File: config.mk
export PLATFORM = sky130hd
export DESIGN_NAME = hex_octal_field_formatter_flat
export DESIGN_NICKNAME = d
export VERILOG_FILES = /design/src/sv/hoff_pkg.sv /design/src/sv/hoff_in_if.sv /design/src/sv/hoff_out_if.sv /design/src/sv/hoff_ctrl.sv /design/src/sv/hoff_datapath.sv /design/src/sv/hex_octal_field_formatter.sv /design/src/flat_wrapper.sv
export VERILOG_INCLUDE_DIRS = /design/src /design/src/sv
export SDC_FILE = /design/constraint.sdc
export NUM_CORES = 1
export LEC_CHECK = 0
export ABC_AREA = 1
export BUFFER_PORTS_ARGS = -buffer_cell sky130_fd_sc_hd__buf_2
export CAP_MARGIN = 20
export CORE_UTILIZATION = 45
export DETAILED_ROUTE_END_ITERATION = 8
export PLACE_DENSITY = 0.67
export SLEW_MARGIN = 20
export SYNTH_ARGS = -nofsm -noshare
export SYNTH_HDL_FRONTEND = slang
export SYNTH_SLANG_ARGS = --single-unit
File: constraint.sdc
create_clock -name clk -period 14.9 [get_ports clk]
set_input_delay 3.725 -clock clk [delete_from_list [all_inputs] [get_ports clk]]
set_output_delay 3.725 -clock clk [all_outputs]
set_load 0.05 [all_outputs]
File: src/sv/hex_octal_field_formatter_defines.svh
// Assertion macros shared by the hex/octal field formatter RTL.
// Self-contained; included by the modules that carry assertions.
`ifndef HEX_OCTAL_FIELD_FORMATTER_DEFINES_SVH
`define HEX_OCTAL_FIELD_FORMATTER_DEFINES_SVH

// Same-cycle implication, disabled while reset is high.
`define HOFF_ASSERT_IMP(label, clk, rst, ante, cons, msg) \
  label: assert property (@(posedge clk) disable iff (rst) (ante) |-> (cons)) \
    else $error(msg);

// Next-cycle implication, disabled while reset is high.
`define HOFF_ASSERT_NXT(label, clk, rst, ante, cons, msg) \
  label: assert property (@(posedge clk) disable iff (rst) (ante) |=> (cons)) \
    else $error(msg);

`endif

File: src/sv/hoff_pkg.sv
// Package for the hex/octal field formatter: codes, constants, FSM state,
// controller/datapath command and status structs, and helper functions.
// No dependencies.
package hoff_pkg;

  localparam int HOFF_MAX_FIELD  = 64;
  localparam int HOFF_MAX_DIGITS = 22;  // 64 bits in octal
  localparam int HOFF_DIG_W      = 5;
  localparam int HOFF_GROUPS     = 6;   // groups of four digits for the scan

  localparam logic [1:0] MODE_HEX_UPPER = 2'd1;
  localparam logic [1:0] MODE_OCTAL     = 2'd2;

  localparam logic [2:0] SIZE_INT   = 3'd0;
  localparam logic [2:0] SIZE_CHAR  = 3'd1;
  localparam logic [2:0] SIZE_SHORT = 3'd2;
  localparam logic [2:0] SIZE_LONG  = 3'd3;
  localparam logic [2:0] SIZE_LLONG = 3'd4;

  localparam logic [7:0] CH_SPACE   = 8'h20;
  localparam logic [7:0] CH_ZERO    = 8'h30;
  localparam logic [7:0] CH_LOWER_A = 8'h61;
  localparam logic [7:0] CH_UPPER_A = 8'h41;
  localparam logic [7:0] CH_LOWER_X = 8'h78;
  localparam logic [7:0] CH_UPPER_X = 8'h58;

  typedef enum logic [2:0] {
    ST_IDLE,
    ST_SCAN,
    ST_SIZE,
    ST_PLAN,
    ST_SEGMENT,
    ST_BOUND,
    ST_EMIT
  } hoff_state_t;

  typedef struct packed {
    logic load;
    logic scan;
    logic size;
    logic plan;
    logic segment;
    logic bound;
    logic emit;
  } hoff_cmd_t;

  typedef struct packed {
    logic out_free;
    logic final_char;
  } hoff_status_t;

  function automatic logic [63:0] hoff_truncate(input logic [63:0] v,
                                                input logic [2:0]  code);
    logic [63:0] r;
    unique case (code) inside
      SIZE_CHAR:             r = {56'd0, v[7:0]};
      SIZE_SHORT:            r = {48'd0, v[15:0]};
      SIZE_LONG, SIZE_LLONG: r = v;
      SIZE_INT:              r = {32'd0, v[31:0]};
      default:               r = {32'd0, v[31:0]};
    endcase
    return r;
  endfunction

  function automatic logic [7:0] hoff_ascii(input logic [3:0] d,
                                            input logic       upper);
    logic [7:0] ch;
    if (d < 4'd10) begin
      ch = CH_ZERO + {4'd0, d};
    end else begin
      ch = (upper ? CH_UPPER_A : CH_LOWER_A) + ({4'd0, d} - 8'd10);
    end
    return ch;
  endfunction

endpackage

File: src/sv/hoff_in_if.sv
// Input channel of the field formatter: one conversion request per transfer.
// No dependencies.
interface hoff_in_if;
  logic              valid;
  logic              ready;
  logic [63:0]       value;
  logic [2:0]        size_code;
  logic [1:0]        mode;
  logic              left_justify;
  logic              zero_fill;
  logic              alt_form;
  logic [6:0]        field_width;
  logic signed [6:0] digit_precision;

  modport source (output valid, value, size_code, mode, left_justify, zero_fill,
                  alt_form, field_width, digit_precision, input ready);
  modport sink (input valid, value, size_code, mode, left_justify, zero_fill,
                alt_form, field_width, digit_precision, output ready);
endinterface

File: src/sv/hoff_out_if.sv
// Output channel of the field formatter: one ASCII character per transfer.
// No dependencies.
interface hoff_out_if;
  logic       valid;
  logic       ready;
  logic [7:0] out_char;
  logic       no_output;
  logic       last;

  modport source (output valid, out_char, no_output, last, input ready);
  modport sink (input valid, out_char, no_output, last, output ready);
endinterface

File: src/sv/hoff_ctrl.sv
// Sequencing controller of the field formatter: steps one request through
// scan, sizing, planning and character emission. Depends on hoff_pkg.
module hoff_ctrl
  import hoff_pkg::*;
(
  input  logic         clk,
  input  logic         rst,
  input  logic         in_valid,
  output logic         in_ready,
  input  hoff_status_t status,
  output hoff_cmd_t    cmd
);

  hoff_state_t state, state_next;

  always_ff @(posedge clk) begin
    if (rst) begin
      state <= ST_IDLE;
    end else begin
      state <= state_next;
    end
  end

  always_comb begin
    state_next = state;
    unique case (state)
      ST_IDLE:    if (in_valid) state_next = ST_SCAN;
      ST_SCAN:    state_next = ST_SIZE;
      ST_SIZE:    state_next = ST_PLAN;
      ST_PLAN:    state_next = ST_SEGMENT;
      ST_SEGMENT: state_next = ST_BOUND;
      ST_BOUND:   state_next = ST_EMIT;
      ST_EMIT: begin
        if (status.out_free && status.final_char) state_next = ST_IDLE;
      end
      default:    state_next = ST_IDLE;
    endcase
  end

  always_comb begin
    cmd      = '0;
    in_ready = 1'b0;
    unique case (state)
      ST_IDLE: begin
        in_ready = 1'b1;
        cmd.load = in_valid;
      end
      ST_SCAN:    cmd.scan    = 1'b1;
      ST_SIZE:    cmd.size    = 1'b1;
      ST_PLAN:    cmd.plan    = 1'b1;
      ST_SEGMENT: cmd.segment = 1'b1;
      ST_BOUND:   cmd.bound   = 1'b1;
      ST_EMIT:    cmd.emit    = status.out_free;
      default:    cmd         = '0;
    endcase
  end

endmodule

File: src/sv/hoff_datapath.sv
// Datapath of the field formatter: request registers, digit-count scan,
// field layout arithmetic, and the output character register.
// Depends on hoff_pkg, hoff_out_if and hex_octal_field_formatter_defines.svh.
`include "hex_octal_field_formatter_defines.svh"

module hoff_datapath
  import hoff_pkg::*;
#(
  parameter int MAX_FIELD = HOFF_MAX_FIELD
) (
  input  logic              clk,
  input  logic              rst,
  input  hoff_cmd_t         cmd,
  output hoff_status_t      status,
  input  logic [63:0]       value,
  input  logic [2:0]        size_code,
  input  logic [1:0]        mode,
  input  logic              left_justify,
  input  logic              zero_fill,
  input  logic              alt_form,
  input  logic [6:0]        field_width,
  input  logic signed [6:0] digit_precision,
  hoff_out_if.source        out_ch
);

  localparam int CW = $clog2(MAX_FIELD + 1);
  localparam int SW = ((CW > 7) ? CW : 7) + 2;

  typedef logic signed [SW-1:0] scnt_t;
  typedef logic [CW-1:0]        cnt_t;

  // Request registers
  logic [63:0] val;
  logic        octal, upper, left, zf, alt;
  scnt_t       width_c, prec;

  // Scan and sizing
  logic [HOFF_GROUPS-1:0]      grp_any, grp_any_c;
  logic [1:0]                  grp_top [HOFF_GROUPS];
  logic [1:0]                  grp_top_c [HOFF_GROUPS];
  logic                        vzero;
  logic [HOFF_DIG_W-1:0]       ndig, ndig_c;

  // Plan
  logic [HOFF_DIG_W-1:0] dcnt;
  scnt_t                 zpad, pad;
  logic                  alt_e, zf_e;

  // Segments and boundaries
  cnt_t       lead, zcnt, trail;
  logic [1:0] npre;
  cnt_t       b1, b2, b3, b4, last_pos, k;
  logic       empty;

  // Output register
  logic       out_valid, out_no_output, out_last;
  logic [7:0] out_char;

  logic [87:0] val88;
  assign val88 = {24'd0, val};

  // Load
  scnt_t width_x, prec_x, max_s, maxp_s;
  always_comb begin
    max_s   = scnt_t'(MAX_FIELD);
    maxp_s  = scnt_t'(MAX_FIELD - 2);
    width_x = $signed(SW'(field_width));
    if (width_x > max_s) width_x = max_s;
    if (digit_precision[6]) begin
      prec_x = scnt_t'(-1);
    end else begin
      prec_x = $signed(SW'(digit_precision[5:0]));
      if (prec_x > maxp_s) prec_x = maxp_s;
    end
  end

  // Per-group highest nonzero digit, four digit slots per group.
  always_comb begin
    logic [3:0] f;
    int         idx;
    for (int g = 0; g < HOFF_GROUPS; g++) begin
      f = '0;
      for (int j = 0; j < 4; j++) begin
        idx = 4 * g + j;
        if (idx < HOFF_MAX_DIGITS) begin
          f[j] = octal ? |val88[3*idx +: 3] : |val88[4*idx +: 4];
        end
      end
      grp_any_c[g] = |f;
      grp_top_c[g] = f[3] ? 2'd3 : (f[2] ? 2'd2 : (f[1] ? 2'd1 : 2'd0));
    end
  end

  // Significant digit count; a zero value still has one digit.
  always_comb begin
    ndig_c = HOFF_DIG_W'(1);
    for (int g = 0; g < HOFF_GROUPS; g++) begin
      if (grp_any[g]) ndig_c = HOFF_DIG_W'(4 * g + int'(grp_top[g]) + 1);
    end
  end

  // Plan arithmetic
  scnt_t                 prec_e, dcnt_s, zpad_c, mx, adj_c, pad_c;
  logic [HOFF_DIG_W-1:0] dcnt_c;
  always_comb begin
    prec_e = (alt && vzero && octal && prec == '0) ? scnt_t'(1) : prec;
    dcnt_c = (vzero && !prec_e[SW-1]) ? '0 : ndig;
    dcnt_s = $signed(SW'(dcnt_c));
    zpad_c = prec_e - dcnt_s;
    mx     = (prec_e > dcnt_s) ? prec_e : dcnt_s;
    adj_c  = '0;
    if (alt && !vzero) begin
      if (!octal)           adj_c = scnt_t'(2);
      else if (zpad_c <= 0) adj_c = scnt_t'(1);
    end
    pad_c = width_c - mx - adj_c;
  end

  // Segment lengths
  cnt_t  padp, zcnt_c;
  scnt_t zpo;
  always_comb begin
    padp   = (pad > 0) ? pad[CW-1:0] : '0;
    zpo    = zpad - ((alt_e && octal) ? scnt_t'(1) : scnt_t'(0));
    zcnt_c = zf_e ? padp : ((zpo > 0) ? zpo[CW-1:0] : '0);
  end

  // Character at the current position
  logic [HOFF_DIG_W-1:0] didx;
  logic [3:0]            digit;
  logic [7:0]            ch;
  cnt_t                  n_c;
  always_comb begin
    didx  = HOFF_DIG_W'(b4 - k - cnt_t'(1));
    digit = octal ? {1'b0, val88[didx*3 +: 3]} : val88[didx*4 +: 4];
    if (k < b1) begin
      ch = CH_SPACE;
    end else if (k < b2) begin
      ch = (k == b1) ? CH_ZERO : (upper ? CH_UPPER_X : CH_LOWER_X);
    end else if (k < b3) begin
      ch = CH_ZERO;
    end else if (k < b4) begin
      ch = hoff_ascii(digit, upper);
    end else begin
      ch = CH_SPACE;
    end
    n_c = b4 + trail;
  end

  always_ff @(posedge clk) begin
    if (cmd.load) begin
      val     <= hoff_truncate(value, size_code);
      octal   <= (mode == MODE_OCTAL);
      upper   <= (mode == MODE_HEX_UPPER);
      left    <= left_justify;
      zf      <= zero_fill;
      alt     <= alt_form;
      width_c <= width_x;
      prec    <= prec_x;
    end
    if (cmd.scan) begin
      grp_any <= grp_any_c;
      grp_top <= grp_top_c;
    end
    if (cmd.size) begin
      ndig  <= ndig_c;
      vzero <= ~|grp_any;
    end
    if (cmd.plan) begin
      dcnt  <= dcnt_c;
      zpad  <= zpad_c;
      pad   <= pad_c;
      alt_e <= alt && !vzero;
      zf_e  <= zf && prec[SW-1] && !left;
    end
    if (cmd.segment) begin
      lead  <= (!left && !zf_e) ? padp : '0;
      npre  <= alt_e ? (octal ? 2'd1 : 2'd2) : 2'd0;
      zcnt  <= zcnt_c;
      trail <= left ? padp : '0;
      b4    <= cnt_t'(dcnt);
    end
    if (cmd.bound) begin
      // b4 holds the digit count here and becomes the digit end position.
      b1 <= lead;
      b2 <= lead + cnt_t'(npre);
      b3 <= lead + cnt_t'(npre) + zcnt;
      b4 <= lead + cnt_t'(npre) + zcnt + b4;
      k  <= '0;
    end
    if (cmd.emit) begin
      k <= k + cnt_t'(1);
    end
  end

  // The field total is formed in the bound step, while b4 still holds the digit count.
  always_ff @(posedge clk) begin
    if (cmd.bound) begin
      last_pos <= lead + cnt_t'(npre) + zcnt + b4 + trail - cnt_t'(1);
      empty    <= (lead + cnt_t'(npre) + zcnt + b4 + trail) == '0;
    end
  end

  always_ff @(posedge clk) begin
    if (rst) begin
      out_valid <= 1'b0;
    end else if (cmd.emit) begin
      out_valid <= 1'b1;
    end else if (out_ch.ready) begin
      out_valid <= 1'b0;
    end
  end

  always_ff @(posedge clk) begin
    if (cmd.emit) begin
      out_char      <= empty ? 8'd0 : ch;
      out_no_output <= empty;
      out_last      <= empty || (k == last_pos);
    end
  end

  assign out_ch.valid     = out_valid;
  assign out_ch.out_char  = out_char;
  assign out_ch.no_output = out_no_output;
  assign out_ch.last      = out_last;

  assign status.out_free   = !out_valid || out_ch.ready;
  assign status.final_char = empty || (k == last_pos) || (k == n_c);

  `HOFF_ASSERT_IMP(a_pos_in_field, clk, rst, cmd.emit && !empty, k <= last_pos, "emit position ran past the end of the field")
  `HOFF_ASSERT_IMP(a_digit_in_range, clk, rst, cmd.emit && !empty && k >= b3 && k < b4, didx < ndig, "digit index beyond the significant digits")
  `HOFF_ASSERT_NXT(a_final_marked, clk, rst, cmd.emit && (empty || k == last_pos), out_valid && out_last, "final character of a field not marked last")
  `HOFF_ASSERT_IMP(a_empty_is_last, clk, rst, out_valid && out_no_output, out_last, "empty-field result not marked last")

endmodule

File: src/sv/hex_octal_field_formatter.sv
// Formats one unsigned argument as a printf %x, %X or %o field.
// Requests arrive on in_ch; each request carries the raw value, the length
// modifier, the conversion letter, the flags, the width and the precision.
// The field leaves on out_ch as one ASCII character per transfer, the final
// one flagged by last. An empty field gives a single transfer with no_output
// and last both set.
// After a request transfer the controller steps through scan, size, plan,
// segment and bound, sizing the digits and laying out the field in that fixed
// step sequence, then emits one character per cycle while the output register
// is free; an empty field still takes one transfer.
// in_ch.ready is high only while the block is idle; it may be high while the
// final character of the previous field still waits in the output register.
// When the receiver holds out_ch.ready low, the output register keeps its
// character and emission pauses without loss.
// Synchronous reset returns the controller to idle and drops out_ch.valid.
// Depends on hoff_pkg, hoff_in_if, hoff_out_if, hoff_ctrl and hoff_datapath.
module hex_octal_field_formatter
  import hoff_pkg::*;
#(
  parameter int MAX_FIELD = HOFF_MAX_FIELD
) (
  input logic         clk,
  input logic         rst,
  hoff_in_if.sink     in_ch,
  hoff_out_if.source  out_ch
);

  hoff_cmd_t    cmd;
  hoff_status_t status;
  logic         in_ready;

  assign in_ch.ready = in_ready;

  hoff_ctrl u_ctrl (
    .clk      (clk),
    .rst      (rst),
    .in_valid (in_ch.valid),
    .in_ready (in_ready),
    .status   (status),
    .cmd      (cmd)
  );

  hoff_datapath #(
    .MAX_FIELD (MAX_FIELD)
  ) u_datapath (
    .clk             (clk),
    .rst             (rst),
    .cmd             (cmd),
    .status          (status),
    .value           (in_ch.value),
    .size_code       (in_ch.size_code),
    .mode            (in_ch.mode),
    .left_justify    (in_ch.left_justify),
    .zero_fill       (in_ch.zero_fill),
    .alt_form        (in_ch.alt_form),
    .field_width     (in_ch.field_width),
    .digit_precision (in_ch.digit_precision),
    .out_ch          (out_ch)
  );

endmodule
File: src/flat_wrapper.sv
// flat-port wrapper written by rule: the top's interface ports become plain ports
module hex_octal_field_formatter_flat import hoff_pkg::*;
#(
  parameter int MAX_FIELD = HOFF_MAX_FIELD
)
  (clk, rst, in_ch_valid, in_ch_value, in_ch_size_code, in_ch_mode, in_ch_left_justify, in_ch_zero_fill, in_ch_alt_form, in_ch_field_width, in_ch_digit_precision, in_ch_ready, out_ch_valid, out_ch_out_char, out_ch_no_output, out_ch_last, out_ch_ready);
  hoff_in_if in_ch_i ();
  hoff_out_if out_ch_i ();
  input logic clk;
  input logic rst;
  input wire logic [$bits(in_ch_i.valid)-1:0] in_ch_valid;
  input wire logic [$bits(in_ch_i.value)-1:0] in_ch_value;
  input wire logic [$bits(in_ch_i.size_code)-1:0] in_ch_size_code;
  input wire logic [$bits(in_ch_i.mode)-1:0] in_ch_mode;
  input wire logic [$bits(in_ch_i.left_justify)-1:0] in_ch_left_justify;
  input wire logic [$bits(in_ch_i.zero_fill)-1:0] in_ch_zero_fill;
  input wire logic [$bits(in_ch_i.alt_form)-1:0] in_ch_alt_form;
  input wire logic [$bits(in_ch_i.field_width)-1:0] in_ch_field_width;
  input wire logic [$bits(in_ch_i.digit_precision)-1:0] in_ch_digit_precision;
  output wire logic [$bits(in_ch_i.ready)-1:0] in_ch_ready;
  output wire logic [$bits(out_ch_i.valid)-1:0] out_ch_valid;
  output wire logic [$bits(out_ch_i.out_char)-1:0] out_ch_out_char;
  output wire logic [$bits(out_ch_i.no_output)-1:0] out_ch_no_output;
  output wire logic [$bits(out_ch_i.last)-1:0] out_ch_last;
  input wire logic [$bits(out_ch_i.ready)-1:0] out_ch_ready;
  assign in_ch_i.valid = in_ch_valid;
  assign in_ch_i.value = in_ch_value;
  assign in_ch_i.size_code = in_ch_size_code;
  assign in_ch_i.mode = in_ch_mode;
  assign in_ch_i.left_justify = in_ch_left_justify;
  assign in_ch_i.zero_fill = in_ch_zero_fill;
  assign in_ch_i.alt_form = in_ch_alt_form;
  assign in_ch_i.field_width = in_ch_field_width;
  assign in_ch_i.digit_precision = in_ch_digit_precision;
  assign in_ch_ready = in_ch_i.ready;
  assign out_ch_valid = out_ch_i.valid;
  assign out_ch_out_char = out_ch_i.out_char;
  assign out_ch_no_output = out_ch_i.no_output;
  assign out_ch_last = out_ch_i.last;
  assign out_ch_i.ready = out_ch_ready;
  hex_octal_field_formatter #(.MAX_FIELD(MAX_FIELD)) u_core (.clk(clk), .rst(rst), .in_ch(in_ch_i), .out_ch(out_ch_i));
endmodule
After elaboration in Yosys (flattened, before gate mapping)
Cells that the tools add are included.
{ "classes": {"addsub": 27, "mul": 1, "n_lt_le_gt_ge": 11, "eq_ne": 17, "shifts": 2, "n_mux": 78, "n_reduce_logical": 78} }
{ "ops": {"columns": ["cell", "count"], "rows": [
  ["64-bit case mux with 3 select lines", 1],
  ["88-bit by 8-bit variable part select with 3-bit output", 1],
  ["88-bit by 8-bit variable part select with 4-bit output", 1],
  ["4-bit OR reduction", 21],
  ["3-bit OR reduction", 21],
  ["7-bit 2-to-1 mux", 8],
  ["1-bit 2-to-1 mux", 46],
  ["5-bit 2-to-1 mux", 7],
  ["8-bit 2-to-1 mux", 4],
  ["7-bit adder", 4],
  ["7-bit less-than comparator", 4],
  ["9-bit 2-to-1 mux", 3],
  ["7-bit equality test", 3],
  ["3-bit case mux with 7 select lines", 1],
  ["5-bit by 1-bit adder with 5-bit output, second input constant", 4],
  ["9-bit by 1-bit > comparator with 1-bit output, second input constant", 2],
  ["6-bit 2-to-1 mux", 3],
  ["2-bit OR reduction", 9],
  ["9-bit subtractor", 2],
  ["3-bit by 2-bit equality test with 1-bit output, second input constant", 4],
  ["3-bit equality test, second input constant", 4],
  ["4-bit by 2-bit adder with 5-bit output, first input constant", 2],
  ["5-bit by 2-bit adder with 5-bit output, first input constant", 2],
  ["1-bit logical AND", 10],
  ["34 further kinds", 47]
]} }
{ "word_totals": {"register_bits": 216, "in_bits": 90, "out_inout_bits": 12, "wordCells": 260} }

Depth between registers and ports, before layout
Gate-level depths: netlist of the first run.
{ "depth": {"word_depth": 13, "mapped_depth": 26} }

Modules after synthesis
Synthesis of the first run repeated with hierarchy kept, for this count alone.
{ "hier_totals": {"hier_cells": 1478, "area_unflattened_um2": 13106.3} }
{ "by_module_without_submodules": {"columns": ["mod", "n_inst", "cells_per_inst", "area_per_inst_um2"], "rows": [
  ["hoff_datapath", 1, 1436, 12837.3],
  ["hoff_ctrl", 1, 42, 269.0]
]} }

Worst setup path after synthesis of the first run
Ideal clock, no wire load.
{ "synth_timing": {"path_kind": "input to register", "start": "input port in_ch_valid", "end": "register u_core.u_datapath.alt, enable pin", "setup_time_ps": 729, "arrival_time_ps": 11572, "required_ps": 14171, "path_slack_ps": 2599, "path_stages": 2, "path_cell_list": "inv_1 -> nor4_1"} }
{ "synth_lines": {"columns": ["element", "line_no", "text"], "rows": [
  ["start, declared", "flat_wrapper.sv:11", "input wire logic [$bits(in_ch_i.valid)-1:0] in_ch_valid;"],
  ["end signal, assigned", "hoff_datapath.sv:157", "alt <= alt_form;"],
  ["end, declared", "hoff_datapath.sv:34", "logic octal, upper, left, zf, alt;"]
]} }

Worst setup path after layout of the first run
{ "layout_timing": {"start": "register u_core.u_ctrl.state[0]", "end": "output port in_ch_ready"} }
{ "layout_between": {"elab_chain_cells": 2} }
{ "layout_lines": {"columns": ["element", "line_no", "text"], "rows": [
  ["start, declared", "hoff_ctrl.sv:14", "hoff_state_t state, state_next;"],
  ["start signal, assigned", "hoff_ctrl.sv:20", "state <= state_next;"],
  ["3-bit logical NOT", "hoff_ctrl.sv:43", "unique case (state)"],
  ["1-bit 2-to-1 mux", "hoff_ctrl.sv:43", null],
  ["end, declared", "flat_wrapper.sv:20", "output wire logic [$bits(in_ch_i.ready)-1:0] in_ch_ready;"]
]} }
Every way passes these cells.

==> metrics.txt, run 1 <==
1st-iter DRT viols 866; Avg WL per Cell 14.9 um; Final Cycle Share 36.7%; TritonCTS Buffers 24; initial antenna violation count 0; Placed Instances 1,917; Worst Path Required 11.18 ns; postcts setup bufs 0; R2R depth 22; Sum Neg Setup Slack 0 ns; vias in the first global route 9,173; first-pass GRT wire length 46,600 um; fmax 183 MHz; total die area 0.0296 mm2; Max-Cap Viols 0; critical-path maximum fanout 7; Core Region 0.0281 mm2; Root Buffer clkbuf_16; Cell Area, Synth 0.0130 mm2; Post-synth top cells 275 x inv_1, 265 x nand2_1, 207 x edfxtp_1; final WL 29,200 um; H-tree level count 1; Peak VDD IR 0.0631 mV; met2 Use GR 32.3%; fraction of layout cells with a size suffix above 1 11.0%; M3 GR Usage 2.88%; Synth area leader edfxtp_1; CTS Hold Buffers Added 0; total gr overflow 0; post-cts resize count 0; clock latency at the later pin of the worst-skew pair 0.52 ns; Max Transition Viols Final 0; die height 172 um; flops & latches, synth 211; Hold Slack 0.480 ns; Post-synth EDFFs 207; r2r setup slk 9.51 ns; Post-route DRC 0; Async SR Flop Fraction 0%; P_leak 6.66 nW; final setup vio count 0; measured slew at the worst slew-check pin 1.03 ns; Synth area leaders edfxtp_1 48%, ha_1 8.8%, inv_1 7.9%; Period minus WS final 5.47 ns; CP Capture Type primary output; RSZ-0062 raised after global routing false; Hold Path Depth 0; outcome complete, no violations; met1 GRT Util 28.3%; Final ANT Viol Nets 0; DP Wirelength 22,500 um; max_slew headroom 31.2%; PwrDens 112 mW/mm2; post-layout util 52.3%; clock skew 0.0147 ns; nets@finish 1,757; Final Hold Fails 0; Yosys warning total 0; worst-case clock buffer depth 3; via count 9,999; Net Count, Synth 1,658; Final GP Congestion 0.907; port bufs 101; Cell variety after synth 51; Die Wd 172 um; non-filler cells in the finished layout 1,961; sequential fraction of the synthesis area 48.4%; clock sinks 211; Area growth, synth to finish 12.9%; # rows 61; Critical Path AT 1.74 ns; initial core utilization 46.3%; Synth Area per Inst 8.88 um2; Top FF cell, synth edfxtp_1; DR pass1 iterations 5; count leader, synth inv_1; GRT Overall Usage 20.0%; CTS tree built; startpoint types flip-flop; Antenna diodes 0; clk slew on worst S/H paths 0.06 ns; I/O pins 102; worst setup path category flip-flop to primary output; Vias/cell 5.10; area share of the largest cell type after synthesis 47.8%; HP Class flip-flop to flip-flop; Mapped Cells 1,466; largest net degree at the start of global routing 66; Most Crowded Layer GR met2
cell type report:
cell class | count | area, um2
sequential | 211 | 6300
tap | 378 | 473
inverter | 280 | 1050
fill | 2625 | 13400
clock buffer | 32 | 652
timing repair buffer | 110 | 573
clock inverter | 12 | 141
multi-input combinational | 938 | 5510
routing by layer:
metal	part of all wire, %	wire (um)	up-vias
met5	0	0	-
met3	5.2	1520	39
met4	2.0	587	0
met2	46	13400	273
li1	-	-	5027
met1	47	13700	4660
report_power, final:
group / switching [W] / leakage [nW] / total [W] / internal, W
Combinational: 0.000201 / 4.36 / 0.000317 / 0.000115
Sequential: 0.0000270 / 1.93 / 0.000736 / 0.000709
Clock: 0.000231 / 0.373 / 0.000590 / 0.000359
metrics by stage:
stage          worst slack [ns]  area (um2)  power, W
6_report                   9.43       14700   0.00164
3_3_place_gp               9.36       13900   0.00106
5_1_grt                    8.92       14700   0.00172
4_1_cts                    9.44       14700   0.00166
3_5_place_dp               9.36       13900   0.00106
2_1_floorplan              2.60       13000  0.000980
registers in the layout, indices dropped and copies added (netlist names), 8 cells and up:
register / count
u_core.u_datapath.pad: 9
u_core.u_datapath.zpad: 9
u_core.u_datapath.val: 64
u_core.u_datapath.grp_top: 11
u_core.u_datapath.out_ch.out_char: 8
cells by family (layout without fill, tap and decap cells):
family / count (synthesis) / count (layout) / share of synthesized area [%]
adders and majority gates: 102 / 102 / 10.4
buffers and inverters: 317 / 434 / 9.50
DFF: 211 / 211 / 48.4
and+or+nand+nor: 606 / 606 / 19.9
xor gates and xnor gates: 59 / 59 / 4.40
AOI/OAI and AO/OA: 171 / 171 / 7.49
worst paths after layout:
check	start	to
max	u_core.u_ctrl.state[0]$_SDFFE_PP0P_	in_ch_ready
min	u_core.u_datapath.lead[6]$_SDFFCE_PN0P_	u_core.u_datapath.b1[6]$_DFFE_PP_
min reg2reg	u_core.u_datapath.lead[6]$_SDFFCE_PN0P_	u_core.u_datapath.b1[6]$_DFFE_PP_
max reg2reg	u_core.u_datapath.octal$_DFFE_PP_	u_core.u_datapath.pad[6]$_DFFE_PP_
placed cells by master, fill, tap and decap left out, types with 10 or more instances in the layout:
| cell | count |
|---|---|
| o211ai_1 | 12 |
| ha_1 | 92 |
| fa_1 | 10 |
| clkbuf_16 | 25 |
| a21oi_1 | 60 |
| o21ai_0 | 57 |
| nand2_1 | 265 |
| edfxtp_1 | 207 |
| nand4_1 | 14 |
| xnor2_1 | 24 |
| nand3_1 | 107 |
| buf_2 | 101 |
| xor2_1 | 30 |
| nor3_1 | 23 |
| nor2_1 | 160 |
| inv_1 | 275 |
critical path, stage by stage (launching register included):
cell	delay (ns)
dfxtp_1	0.39
nor3_1	0.47
buf_2	0.36
No activity file was read; power rests on OpenSTA's default activity.
==> run 2, diff against run 1 <==
--- a/config.mk
+++ b/config.mk
@@ -11,7 +11,7 @@
 export CAP_MARGIN = 20
 export CORE_UTILIZATION = 45
 export DETAILED_ROUTE_END_ITERATION = 8
-export PLACE_DENSITY = 0.67
+export PLACE_DENSITY = 0.69
 export SLEW_MARGIN = 20
 export SYNTH_ARGS = -nofsm -noshare
 export SYNTH_HDL_FRONTEND = slang
==> constraint.sdc (replaced) <==
create_clock -name clk -period 4.5 [get_ports clk]
set_input_delay 1.125 -clock clk [delete_from_list [all_inputs] [get_ports clk]]
set_output_delay 1.125 -clock clk [all_outputs]
set_load 0.05 [all_outputs]
==> run 2 against run 1 <==
Clock skew rose by 0.010 ns. Die area did not move. Clock power rose to 3.6 times the previous value. Hold slack got worse by 0.019 ns. Largest power group unchanged. First-iteration DRC count fell by 22%. Design area rose by 4.1%. Clock-buffer cell count fell by 2. Combinational power rose to 3.8 times the previous value.
==> metrics.txt, run 2 (same netlist as run 1, synthesis figures left out) <==
Post-route DRC 0; Root Buffer clkbuf_16; port bufs 101; measured slew at the worst slew-check pin 0.976 ns; initial antenna violation count 2; Critical Path AT 4.63 ns; TritonCTS Buffers 25; most frequent cells in the layout 274 x inv_1, 264 x nand2_1, 207 x edfxtp_1; critical-path maximum fanout 4; combinational group share of total power 20.9%; Reg area 0.00630 mm2; Worst Path Required 4.75 ns; Final ANT Viol Nets 0; Final Hold Fails 0; Max Transition Viols Final 0; Multi-input gate area 0.00572 mm2; clock latency at the later pin of the worst-skew pair 0.52 ns; Period minus WS final 4.39 ns; via count 10,000; CP Buf/Inv Count 4; Peak VDD IR 0.231 mV; Core Region 0.0281 mm2; H-tree level count 1; highest metal used met5; critical path's slowest cell fa_2; clock skew 0.0247 ns; largest registers u_core.u_datapath.val x64, u_core.u_datapath.grp_top x11; first-pass GRT wire length 47,100 um; I/O pins 102; wire length on met3 1540 um; initial core utilization 46.3%; clock sinks 211; worst setup path category flip-flop to flip-flop; Met2 Routed Length 13,500 um; Switch Pwr 0.00157 W; Die Wd 172 um; PwrDens 378 mW/mm2; pre-CTS WS -0.102 ns; 1st-iter DRT viols 675; largest net degree at the start of global routing 66; outcome complete, no violations; critical-path cell list ha_1 -> inv_1 -> fa_2 -> fa_2 -> inv_1 -> ha_1 -> nand3_1 -> and2_4 -> xor2_2 -> inv_1 -> ha_1 -> a21oi_1 -> o21ai_1 -> a21o_1 -> a21oi_2 -> xor2_2 -> buf_4 -> xor3_1; CTS tree built; filler cell count 2,567; Vias/cell 5.01; DP Wirelength 22,900 um; max FFs per register 64; HP Class flip-flop to flip-flop; nets@finish 1,795; Power, Total 0.00578 W; Hold Slack 0.461 ns; final WL 29,400 um; register with the most flip-flops u_core.u_datapath.val; P_leak 6.94 nW; final setup vio count 0; Final Cycle Share 97.5%; Sum Neg Setup Slack 0 ns; post-route setup slack 0.112 ns; CP top delay family adder cells; CP Capture Type flip-flop; DR pass1 iterations 5; max_slew headroom 34.8%; clk slew on worst S/H paths 0.06 ns; Clock power frac 37.1%; GRT Overall Usage 20.2%; total die area 0.0296 mm2; # rows 61; leading cell type in the layout, fill and taps excluded inv_1; slowest stage delay, CP 0.58 ns; fmax 228 MHz; total gr overflow 0; Avg WL per Cell 14.7 um; die height 172 um; Max-Cap Viols 0; Switching Fraction 27.3%; internal cell power 0.00420 W; Area growth, synth to finish 17.5%; startpoint types flip-flop; worst-case clock buffer depth 3; vias in the first global route 9,487; fraction of layout cells with a size suffix above 1 15.4%; final instance area 0.0153 mm2; M1 WL 13,600 um; Cell Area, Placed 0.0142 mm2; sequential share of power 42.1%; Final GP Congestion 0.952; r2r setup slk 0.11 ns; CTS Hold Buffers Added 0
==> run 2: cell types whose count changed in the layout (fill, tap and decap cells not counted), sizes merged <==
cell      previous run  this run
buf                110       147
bufinv               3         6
clkbuf              32        30
clkinv               6         7
clkinvlp             3         1
diode                0         1
inv                280       281
==> run 2: power by group through the flow <==
stage / Combinational (W) / Clock, W / Sequential [W]
final: 0.00121 / 0.00214 / 0.00243
after global routing: 0.00137 / 0.00226 / 0.00244
after CTS: 0.00112 / 0.00218 / 0.00243
after detailed placement: 0.00110 / 0 / 0.00247
after global placement: 0.00108 / 0 / 0.00247
after floorplan: 0.000786 / 0 / 0.00245
==> run 2: path summary, 6_finish.rpt <==
path	endpoint	start	cells past startpoint
min	u_core.u_datapath.b1[0]$_DFFE_PP_	u_core.u_datapath.lead[0]$_SDFFCE_PN0P_	0
max	u_core.u_datapath.last_pos[6]$_DFFE_PP_	u_core.u_datapath.lead[0]$_SDFFCE_PN0P_	18
max reg2reg	u_core.u_datapath.last_pos[6]$_DFFE_PP_	u_core.u_datapath.lead[0]$_SDFFCE_PN0P_	18
min reg2reg	u_core.u_datapath.b1[0]$_DFFE_PP_	u_core.u_datapath.lead[0]$_SDFFCE_PN0P_	0
==> run 2: repair_timing <==
| action | CTS | global route |
|---|---|---|
| gates resized for setup | 9 | 33 |
| setup endpoints to repair | 2 | 6 |
| buffers inserted | 1 | 4 |
| endpoints found under the hold margin | 0 | 0 |
| pin swaps | 2 | 11 |
==> run 2: worst register-to-register path: cells and delay by family, from the launching register on <==
family	cells	cell delay, ns
adder cells (fa/ha/maj)	5	1.85
AO/OA/AOI/OAI	4	0.70
XOR/XNOR	3	0.60
flip-flops	1	0.39
buffers and inverters	4	0.35
AND/OR/NAND/NOR	2	0.24
==> run 2: cell type report <==
| class | instances | area share, % |
|---|---|---|
| clock inverters | 15 | 1.53 |
| multi-input cells | 938 | 37.4 |
| repair buffers | 147 | 5.73 |
| well taps | 378 | 3.09 |
| clock buffers | 30 | 4.21 |
| flip-flops and latches | 211 | 41.2 |
| diodes | 1 | 0.0164 |
| inverters | 280 | 6.87 |
==> run 2: metrics by stage <==
stage                     util, %  std cells
after CTS                    53.7       1995
after global routing         54.5       2000
after global placement       50.5       1949
final                        54.5       2000
after floorplan                 -       1466
after detailed placement     50.5       1949
==> run 2: metal layers <==
layer | GRT usage (%) | vias to the layer above
li1 | - | 5092
met1 | 28.1 | 4615
met2 | 32.2 | 262
met3 | 3.16 | 50
met4 | 6.77 | 2
met5 | 0 | -
